## src/gsi_pkg.sv

```systemverilog
// ----------------------------------------------------------------------------
// gsi_pkg
// Shared types, codes and helpers for the gradient stop interpolator.
// ----------------------------------------------------------------------------
`default_nettype none

package gsi_pkg;

  localparam int MaxStops   = 16;
  localparam int IdxW       = $clog2(MaxStops);
  localparam int CntW       = IdxW + 1;
  localparam int BlendSteps = 16;
  localparam int RatioSteps = 48;
  localparam int DivCntW    = 6;

  typedef enum logic [1:0] {
    CMD_LOAD    = 2'd0,
    CMD_START   = 2'd1,
    CMD_SEGMENT = 2'd2,
    CMD_NONE    = 2'd3
  } cmd_e;

  typedef enum logic {
    REG_UNIT_MODE  = 1'b0,
    REG_STOP_COUNT = 1'b1
  } reg_e;

  typedef enum logic [1:0] {
    KIND_RGBA   = 2'd0,
    KIND_RGB    = 2'd1,
    KIND_ALPHA  = 2'd2,
    KIND_WEIGHT = 2'd3
  } kind_e;

  typedef enum logic [1:0] {
    CH_COLOUR = 2'd0,
    CH_ALPHA  = 2'd1,
    CH_WEIGHT = 2'd2
  } chan_e;

  typedef enum logic [2:0] {
    COMP_RED    = 3'd0,
    COMP_GREEN  = 3'd1,
    COMP_BLUE   = 3'd2,
    COMP_ALPHA  = 3'd3,
    COMP_WEIGHT = 3'd4
  } comp_e;

  // controller to datapath
  typedef struct packed {
    logic accept;
    logic prep_ratio;
    logic set_p_raw;
    logic set_p_ratio;
    logic path_clear;
    logic chan_first;
    logic search_up;
    logic search_down;
    logic search_last;
    logic mul1;
    logic mul2;
    logic store_direct;
    logic store_div;
    logic out_load;
  } gsi_cmd_t;

  // datapath to controller
  typedef struct packed {
    logic cmd_load;
    logic cmd_start;
    logic cmd_seg;
    logic unit_raw;
    logic few_stops;
    logic div_busy;
    logic up_end;
    logic up_hit;
    logic dn_hit;
    logic idx_zero;
    logic last_hit;
    logic direct;
    logic comp_last;
    logic chan_last;
    logic final_seg;
    logic out_busy;
  } gsi_status_t;

  function automatic logic kind_match(chan_e ch, logic [1:0] kind);
    logic m;
    case (ch)
      CH_COLOUR: m = (kind == KIND_RGBA) || (kind == KIND_RGB);
      CH_ALPHA:  m = (kind == KIND_RGBA) || (kind == KIND_ALPHA);
      CH_WEIGHT: m = (kind == KIND_WEIGHT);
      default:   m = 1'b0;
    endcase
    return m;
  endfunction

  function automatic comp_e first_comp(chan_e ch);
    comp_e c;
    case (ch)
      CH_COLOUR: c = COMP_RED;
      CH_ALPHA:  c = COMP_ALPHA;
      default:   c = COMP_WEIGHT;
    endcase
    return c;
  endfunction

  // pick one component out of a stored stop word
  function automatic logic [15:0] comp_sel(logic [31:0] w, comp_e c);
    logic [15:0] v;
    case (c)
      COMP_RED:    v = {8'd0, w[31:24]};
      COMP_GREEN:  v = {8'd0, w[23:16]};
      COMP_BLUE:   v = {8'd0, w[15:8]};
      COMP_ALPHA:  v = {8'd0, w[7:0]};
      default:     v = w[15:0];
    endcase
    return v;
  endfunction

endpackage

`default_nettype wire

```

## src/gsi_ctrl.sv

```systemverilog
// ----------------------------------------------------------------------------
// gsi_ctrl
// Sequencer: accepts requests, runs ratio division, stop search per channel,
// blend per component and hands the result to the output register.
// ----------------------------------------------------------------------------
`default_nettype none

module gsi_ctrl (
  input  wire                 clk_i,
  input  wire                 rst_ni,
  input  wire                 in_valid_i,
  output logic                in_ready_o,
  input  gsi_pkg::gsi_status_t status_i,
  output gsi_pkg::gsi_cmd_t   cmd_o
);
  import gsi_pkg::*;

  typedef enum logic [10:0] {
    ST_IDLE  = 11'b000_0000_0001,
    ST_PREP  = 11'b000_0000_0010,
    ST_RDIV  = 11'b000_0000_0100,
    ST_CHECK = 11'b000_0000_1000,
    ST_UP    = 11'b000_0001_0000,
    ST_DOWN  = 11'b000_0010_0000,
    ST_LAST  = 11'b000_0100_0000,
    ST_BLEND = 11'b000_1000_0000,
    ST_MUL2  = 11'b001_0000_0000,
    ST_DIV   = 11'b010_0000_0000,
    ST_OUT   = 11'b100_0000_0000
  } state_e;

  state_e state_q, state_d;

  always_ff @(posedge clk_i or negedge rst_ni) begin
    if (!rst_ni) begin
      state_q <= ST_IDLE;
    end else begin
      state_q <= state_d;
    end
  end

  assign in_ready_o = (state_q == ST_IDLE);

  always_comb begin
    state_d = state_q;
    cmd_o   = '0;
    case (state_q)
      ST_IDLE: begin
        if (in_valid_i) begin
          cmd_o.accept = 1'b1;
          if (status_i.cmd_seg) begin
            state_d = ST_PREP;
          end
        end
      end
      ST_PREP: begin
        if (status_i.unit_raw) begin
          cmd_o.set_p_raw = 1'b1;
          state_d = ST_CHECK;
        end else begin
          cmd_o.prep_ratio = 1'b1;
          state_d = ST_RDIV;
        end
      end
      ST_RDIV: begin
        if (!status_i.div_busy) begin
          cmd_o.set_p_ratio = 1'b1;
          state_d = ST_CHECK;
        end
      end
      ST_CHECK: begin
        if (status_i.few_stops) begin
          cmd_o.path_clear = status_i.final_seg;
          state_d = ST_IDLE;
        end else begin
          cmd_o.chan_first = 1'b1;
          state_d = ST_UP;
        end
      end
      ST_UP: begin
        cmd_o.search_up = 1'b1;
        if (status_i.up_end) begin
          state_d = ST_LAST;
        end else if (status_i.up_hit) begin
          state_d = ST_DOWN;
        end
      end
      ST_DOWN: begin
        cmd_o.search_down = 1'b1;
        if (status_i.dn_hit || status_i.idx_zero) begin
          state_d = ST_BLEND;
        end
      end
      ST_LAST: begin
        cmd_o.search_last = 1'b1;
        if (status_i.last_hit || status_i.idx_zero) begin
          state_d = ST_BLEND;
        end
      end
      ST_BLEND: begin
        if (status_i.direct) begin
          cmd_o.store_direct = 1'b1;
          if (!status_i.comp_last) begin
            state_d = ST_BLEND;
          end else if (status_i.chan_last) begin
            state_d = ST_OUT;
          end else begin
            state_d = ST_UP;
          end
        end else begin
          cmd_o.mul1 = 1'b1;
          state_d = ST_MUL2;
        end
      end
      ST_MUL2: begin
        cmd_o.mul2 = 1'b1;
        state_d = ST_DIV;
      end
      ST_DIV: begin
        if (!status_i.div_busy) begin
          cmd_o.store_div = 1'b1;
          if (!status_i.comp_last) begin
            state_d = ST_BLEND;
          end else if (status_i.chan_last) begin
            state_d = ST_OUT;
          end else begin
            state_d = ST_UP;
          end
        end
      end
      ST_OUT: begin
        if (!status_i.out_busy) begin
          cmd_o.out_load   = 1'b1;
          cmd_o.path_clear = status_i.final_seg;
          state_d = ST_IDLE;
        end
      end
      default: begin
        state_d = ST_IDLE;
      end
    endcase
  end

endmodule

`default_nettype wire

```

## config.mk

```make
export PLATFORM = sky130hd
export DESIGN_NAME = gsi_ctrl
export DESIGN_NICKNAME = d
export VERILOG_FILES = /design/src/gsi_pkg.sv /design/src/gsi_ctrl.sv
export SDC_FILE = /design/constraint.sdc
export NUM_CORES = 1
export LEC_CHECK = 0
export BUFFER_PORTS_ARGS = -buffer_cell sky130_fd_sc_hd__buf_4
export CAP_MARGIN = 10
export CORE_UTILIZATION = 44
export CTS_CLUSTER_SIZE = 40
export DETAILED_ROUTE_END_ITERATION = 8
export PLACE_DENSITY = 0.84
export SLEW_MARGIN = 0
export SYNTH_ARGS = -nofsm -noshare
export SYNTH_HDL_FRONTEND = slang
export SYNTH_SLANG_ARGS = --single-unit
```

## constraint.sdc

```tcl
create_clock -name clk_i -period 1.9 [get_ports clk_i]
set_input_delay 0.19 -clock clk_i [delete_from_list [all_inputs] [get_ports clk_i]]
set_output_delay 0.19 -clock clk_i [all_outputs]
set_load 0.03 [all_outputs]
```

# --- Word-level counts from Yosys, hierarchy flattened ---
# Cells that the tools add are included.
word_totals:
  register_bits: 11
  output_inout_bits: 15
classes:
  n_eq_ne: 19
  reduce_logical: 3
  mux: 38
op_table:
  columns: ["op", "count"]
  rows:
  - ["2-to-1 mux 11 bit", 12]
  - ["one-hot mux 11 bit (11 select lines)", 1]
  - ["2-to-1 mux 1 bit", 21]
  - ["!= test 2 bit (second input constant)", 6]
  - ["== test 11 x 1 -> 1 bit (second input constant)", 1]
  - ["== test 11 x 10 -> 1 bit (second input constant)", 1]
  - ["== test 11 bit (second input constant)", 1]
  - ["== test 11 x 2 -> 1 bit (second input constant)", 1]
  - ["== test 11 x 3 -> 1 bit (second input constant)", 1]
  - ["== test 11 x 4 -> 1 bit (second input constant)", 1]
  - ["== test 11 x 5 -> 1 bit (second input constant)", 1]
  - ["== test 11 x 6 -> 1 bit (second input constant)", 1]
  - ["== test 11 x 7 -> 1 bit (second input constant)", 1]
  - ["== test 11 x 8 -> 1 bit (second input constant)", 1]
  - ["== test 11 x 9 -> 1 bit (second input constant)", 1]
  - ["AND reduction 8 bit", 1]
  - ["2-to-1 mux 5 bit", 1]
  - ["2-to-1 mux 4 bit", 1]
  - ["!= test 3 bit (second input constant)", 1]
  - ["logical OR 1 bit", 2]
  - ["2-to-1 mux 2 bit", 1]
  - ["!= test 2 x 1 -> 1 bit (second input constant)", 1]
  - ["one-hot mux 1 bit (2 select lines)", 1]

# --- Longest topological paths before layout ---
logic_depth:
  word_depth: 4
  depth_mapped: 7
  mapped_depth_nobuf: 5

# --- Worst setup path after synthesis ---
# Ideal clock, no wire load.
synth_path:
  path_kind: "register to output"
  startpoint: "reg state_q[5]"
  endpoint: "out cmd_o[9] (netlist bit)"
  slack_ps: -758
  n_path_buf: 1
  arrival_time_ps: 2468
  stages_incl_launch_ff: 7
  path_cell_list: "dfrtp_1 buf_2 nor4_1 nand2_1 nor3b_1 a41oi_1 nor2b_1"
synth_lines:
  columns: ["element", "line_no", "text"]
  rows:
  - ["from (decl)", "gsi_ctrl.sv:32", "state_e state_q, state_d;"]
  - ["from (signal assigned)", "gsi_ctrl.sv:38", "state_q <= state_d;"]
  - ["to (decl)", "gsi_ctrl.sv:14", "output gsi_pkg::gsi_cmd_t cmd_o"]

==> results by stage <==
Detailed routing:
- The post-detailed-route wirelength per cell is 17.6 um.
- The number of nets with antenna violations after routing is 0.
- The routed design has 3640 um of wire.
- The final route contains 1206 vias.
- The via density per instance is 5.83.
- For this block, the initial DRC count from the detailed router was 30.
- The first TritonRoute pass finished after 4 iterations.
- For this run, design rule violations remaining after detail routing come to 0.

CTS:
- After clock tree synthesis, the clock-pin slew on the worst setup and hold paths is 0.08 ns.
- Clock tree synthesis selected as its root buffer the cell sky130_fd_sc_hd__clkbuf_4.
- Clock tree synthesis found a total of 11 sinks.
- The number of buffers created by CTS is 3.
- The clock passes through at most 2 buffers.
- TritonCTS built the clock tree.
- The H-tree depth is 1.
- The later pin in the worst-skew pair is clocked with a latency of 0.28 ns.

Synth:
- Counting flops with an async set or reset pin after synthesis yields a share of 100%.
- In the synthesized netlist the dominant register cell turns out to be sky130_fd_sc_hd__dfrtp_1.
- The synthesized design contains 11 register bits.
- After synthesis the cells add up to 950 um2.
- The proportion of synthesized chip area in sequential cells is 29.1%.
- The number of warnings issued by yosys is 0.
- Of the post-synthesis cell area, the dominant cell type holds 26.4%.
- The cell type with the largest total area after synthesis is sky130_fd_sc_hd__dfrtp_1.
- The synthesized netlist net count is 138.
- The number of different library cells in the post-synthesis netlist is 43.
- By instance count, the leading cell after synthesis is sky130_fd_sc_hd__nor2_1.
- The cell count after synthesis came out at 119.
- After synthesis, the cell types taking the most area are sky130_fd_sc_hd__dfrtp_1, sky130_fd_sc_hd__nor2_1, sky130_fd_sc_hd__nand2_1.
- Yosys mapped a number of flops with a built-in enable equal to 0.
- Ranked by instance count, the synthesized netlist is headed by sky130_fd_sc_hd__nor2_1, sky130_fd_sc_hd__nand2_1, sky130_fd_sc_hd__dfrtp_1.
- The per-instance average area after synthesis is 7.98 um2.

Pwr:
- IR analysis of the VDD net gives a maximum drop of 0.949 mV.
- Power spread over the standard cell area amounts to 969 mW/mm2.
- The leakage power of the design is 0.782 nW.

STA:
- The post-route worst setup slack is -0.239 ns.
- Measured against its own limit, the worst slew margin works out to 56.8%.
- At the pin with the least slew margin, the transition time is 0.632 ns.
- After layout, the worst path uses 113% of the clock period.
- Counting I/O delays and the setup requirement, the final critical path takes 2.14 ns.
- The final count of pins violating max slew came to 0.
- For this run, the top clock speed supported by timing is 467 MHz.
- The total count of hold-check failures in the final report is 0.
- Setup repair after global routing could not meet its margin everywhere.
- The count of final setup violators is 22.
- The clock arrives with 0.00790 ns of skew.

Critical path:
- The critical path is of the reg -> out type.
- The worst register-to-register path begins at state_q[5].
- At the worst endpoint, the required time is 1.71 ns.
- The capturing element type of the critical path is a primary output.
- Following the worst setup path forward leads to its endpoint at cmd_o[13].
- For the worst setup path, the data arrival time is 1.95 ns.
- The start point of the critical path is state_q[5].
- The depth of the worst register-to-register path is 6.
- The end of the worst register-to-register path is state_q[5].
- Along the worst path, the maximum fanout reaches 4.
- The critical path launch point type is a flop.
- The slack of the worst reg-to-reg path is -0.22 ns.

Placement:
- The HPWL after detailed placement is 2140 um.
- The congestion estimate from routability-driven global placement came to 0.884.
- The instance area after placement is 0.00136 mm2.
- In this run, placement finished with an instance count of 190.
- The count of buffers added on input and output ports is 31.
- OpenSTA, run right after detailed placement, puts the worst setup slack at -0.143 ns.

Status:
- The run finished, with violations left.
- The checks that failed: negative setup slack.

Final layout:
- The post-route netlist has 58.3% of its cells at a drive strength greater than 1.
- From synthesis to final layout, the design area changed by 76.4%.
- 0 antenna diodes ended up in the layout.
- The net count reported at finish is 200.
- In the final layout, the registers with the most flip-flops are state_q (11).
- The final instance area is 0.00168 mm2.
- The final non-filler cell total is 207.
- The flip-flop count of the largest register after layout is 11.
- After filler insertion, the fill cell instance count of the layout stands at 108.
- The register with the most flip-flops is state_q.

Worst hold path:
- The worst hold path belongs to the class in -> reg.

Die:
- The number of ports placed on the die boundary is 34.
- The number of cell rows is 16.
- Once the floorplan was initialized, standard cells occupied 47.4% of the core.
- The floorplan step defined a die boundary enclosing 0.00235 mm2.
- The placeable core region is 0.00200 mm2.
- Measured along the x axis, the die boundary spans 48.5 um.
- From bottom edge to top edge, the die measures 48.5 um.

GRT:
- The via count of the first global-routing pass is 1176.
- Global routing finished with a remaining overflow of 0.
- The overall routing resource usage is 30.5%.
- Entering global routing, the biggest net connects 12 pins.
- The first global-routing pass estimated 5460 um of wire.
- The initial antenna violation count is 0.

Flow run:
- Max-cap violations in this run came to 0.
[cell usage in the layout, fill, tap and decap left out, types with 2 or more instances in the layout]
cell type                   n
sky130_fd_sc_hd__buf_4     48
sky130_fd_sc_hd__buf_6     17
sky130_fd_sc_hd__nand2_1    9
sky130_fd_sc_hd__nor2_1     9
sky130_fd_sc_hd__dfrtp_1    9
sky130_fd_sc_hd__nor2_2     5
sky130_fd_sc_hd__nor3_1     4
sky130_fd_sc_hd__nor4_4     4
sky130_fd_sc_hd__or4_4      3
sky130_fd_sc_hd__nor2b_1    3
sky130_fd_sc_hd__nand2b_1   3
sky130_fd_sc_hd__inv_1      3
sky130_fd_sc_hd__nor3b_1    3
sky130_fd_sc_hd__o21ai_0    3
sky130_fd_sc_hd__clkbuf_4   3
sky130_fd_sc_hd__nor2_4     2
sky130_fd_sc_hd__nand2_2    2
sky130_fd_sc_hd__nor3_2     2
sky130_fd_sc_hd__and3_4     2
sky130_fd_sc_hd__nand3_2    2
sky130_fd_sc_hd__or3b_2     2
sky130_fd_sc_hd__a21oi_1    2
sky130_fd_sc_hd__nand4_1    2
sky130_fd_sc_hd__and3_1     2
sky130_fd_sc_hd__xnor2_1    2
[cell type report]
class | instances | area (um2) | area share (%)
clock buffers | 4 | 26.3 | 1.57
well taps | 27 | 33.8 | 2.02
inverters | 4 | 15.0 | 0.896
repair buffers | 66 | 562 | 33.5
multi-input cells | 95 | 761 | 45.4
flip-flops and latches | 11 | 278 | 16.6
[per-stage QoR]
step	util [%]	TNS, ns	total power [mW]	hold WS (ns)
2_1_floorplan	-	-0.350	0.829	-0.106
3_3_place_gp	67.8	-0.303	1.08	0.0309
3_5_place_dp	67.8	-0.746	1.11	0.0323
4_1_cts	80.0	-2.26	1.47	0.0947
5_1_grt	83.7	-4.81	1.71	0.0880
6_report	83.7	-3.12	1.62	0.102
[worst max-delay path, cell delays in order, from the launching register on]
cell and delay, ns:
sky130_fd_sc_hd__dfrtp_1 0.38, sky130_fd_sc_hd__or4_4 0.57, sky130_fd_sc_hd__nor4_4 0.24, sky130_fd_sc_hd__buf_4 0.18, sky130_fd_sc_hd__and3_4 0.18, sky130_fd_sc_hd__buf_6 0.12
[metal layers]
metal	track usage (%)	up-vias	part of all wire, %
met5	0	-	0
li1	-	555	-
met3	4.40	9	5.4
met2	56.1	55	52
met4	14.7	0	1.8
met1	34.1	587	40
[kinds of logic after synthesis]
family / share of synthesized area (%)
flops: 29.1
compound gates: 15.8
simple gates: 42.6
buf+inv: 8.17
xor+xnor: 2.77
mux: 1.58
[power by group]
group	internal, mW	total [mW]	switching [mW]
logic	0.552	1.12	0.570
registers	0.278	0.331	0.0534
clock network	0.0816	0.170	0.0887
total	0.911	1.62	0.712
[worst min-delay path by stage]
| stage | startpoint | end | slack [ns] | cells after the start |
|---|---|---|---|---|
| 2_1_floorplan | rst_ni | state_q[10] | -0.11 | 0 |
| 3_3_place_gp | rst_ni | state_q[2] | 0.03 | 1 |
| 3_5_place_dp | rst_ni | state_q[1] | 0.03 | 1 |
| 4_1_cts | status_i[4] | state_q[8] | 0.09 | 2 |
| 5_1_grt | status_i[4] | state_q[8] | 0.09 | 2 |
| 6_report | status_i[4] | state_q[8] | 0.10 | 2 |
[what timing repair did]
item / in CTS / in global routing
gates cloned: 0 / 0
gates resized for setup: 32 / 14
setup buffers: 11 / 4
hold buffers: 1 / 0
pin swaps: 12 / 9
endpoints found under the setup margin: 23 / 24
endpoints found under the hold margin: 11 / 0
(Power assumes the default switching activity.)
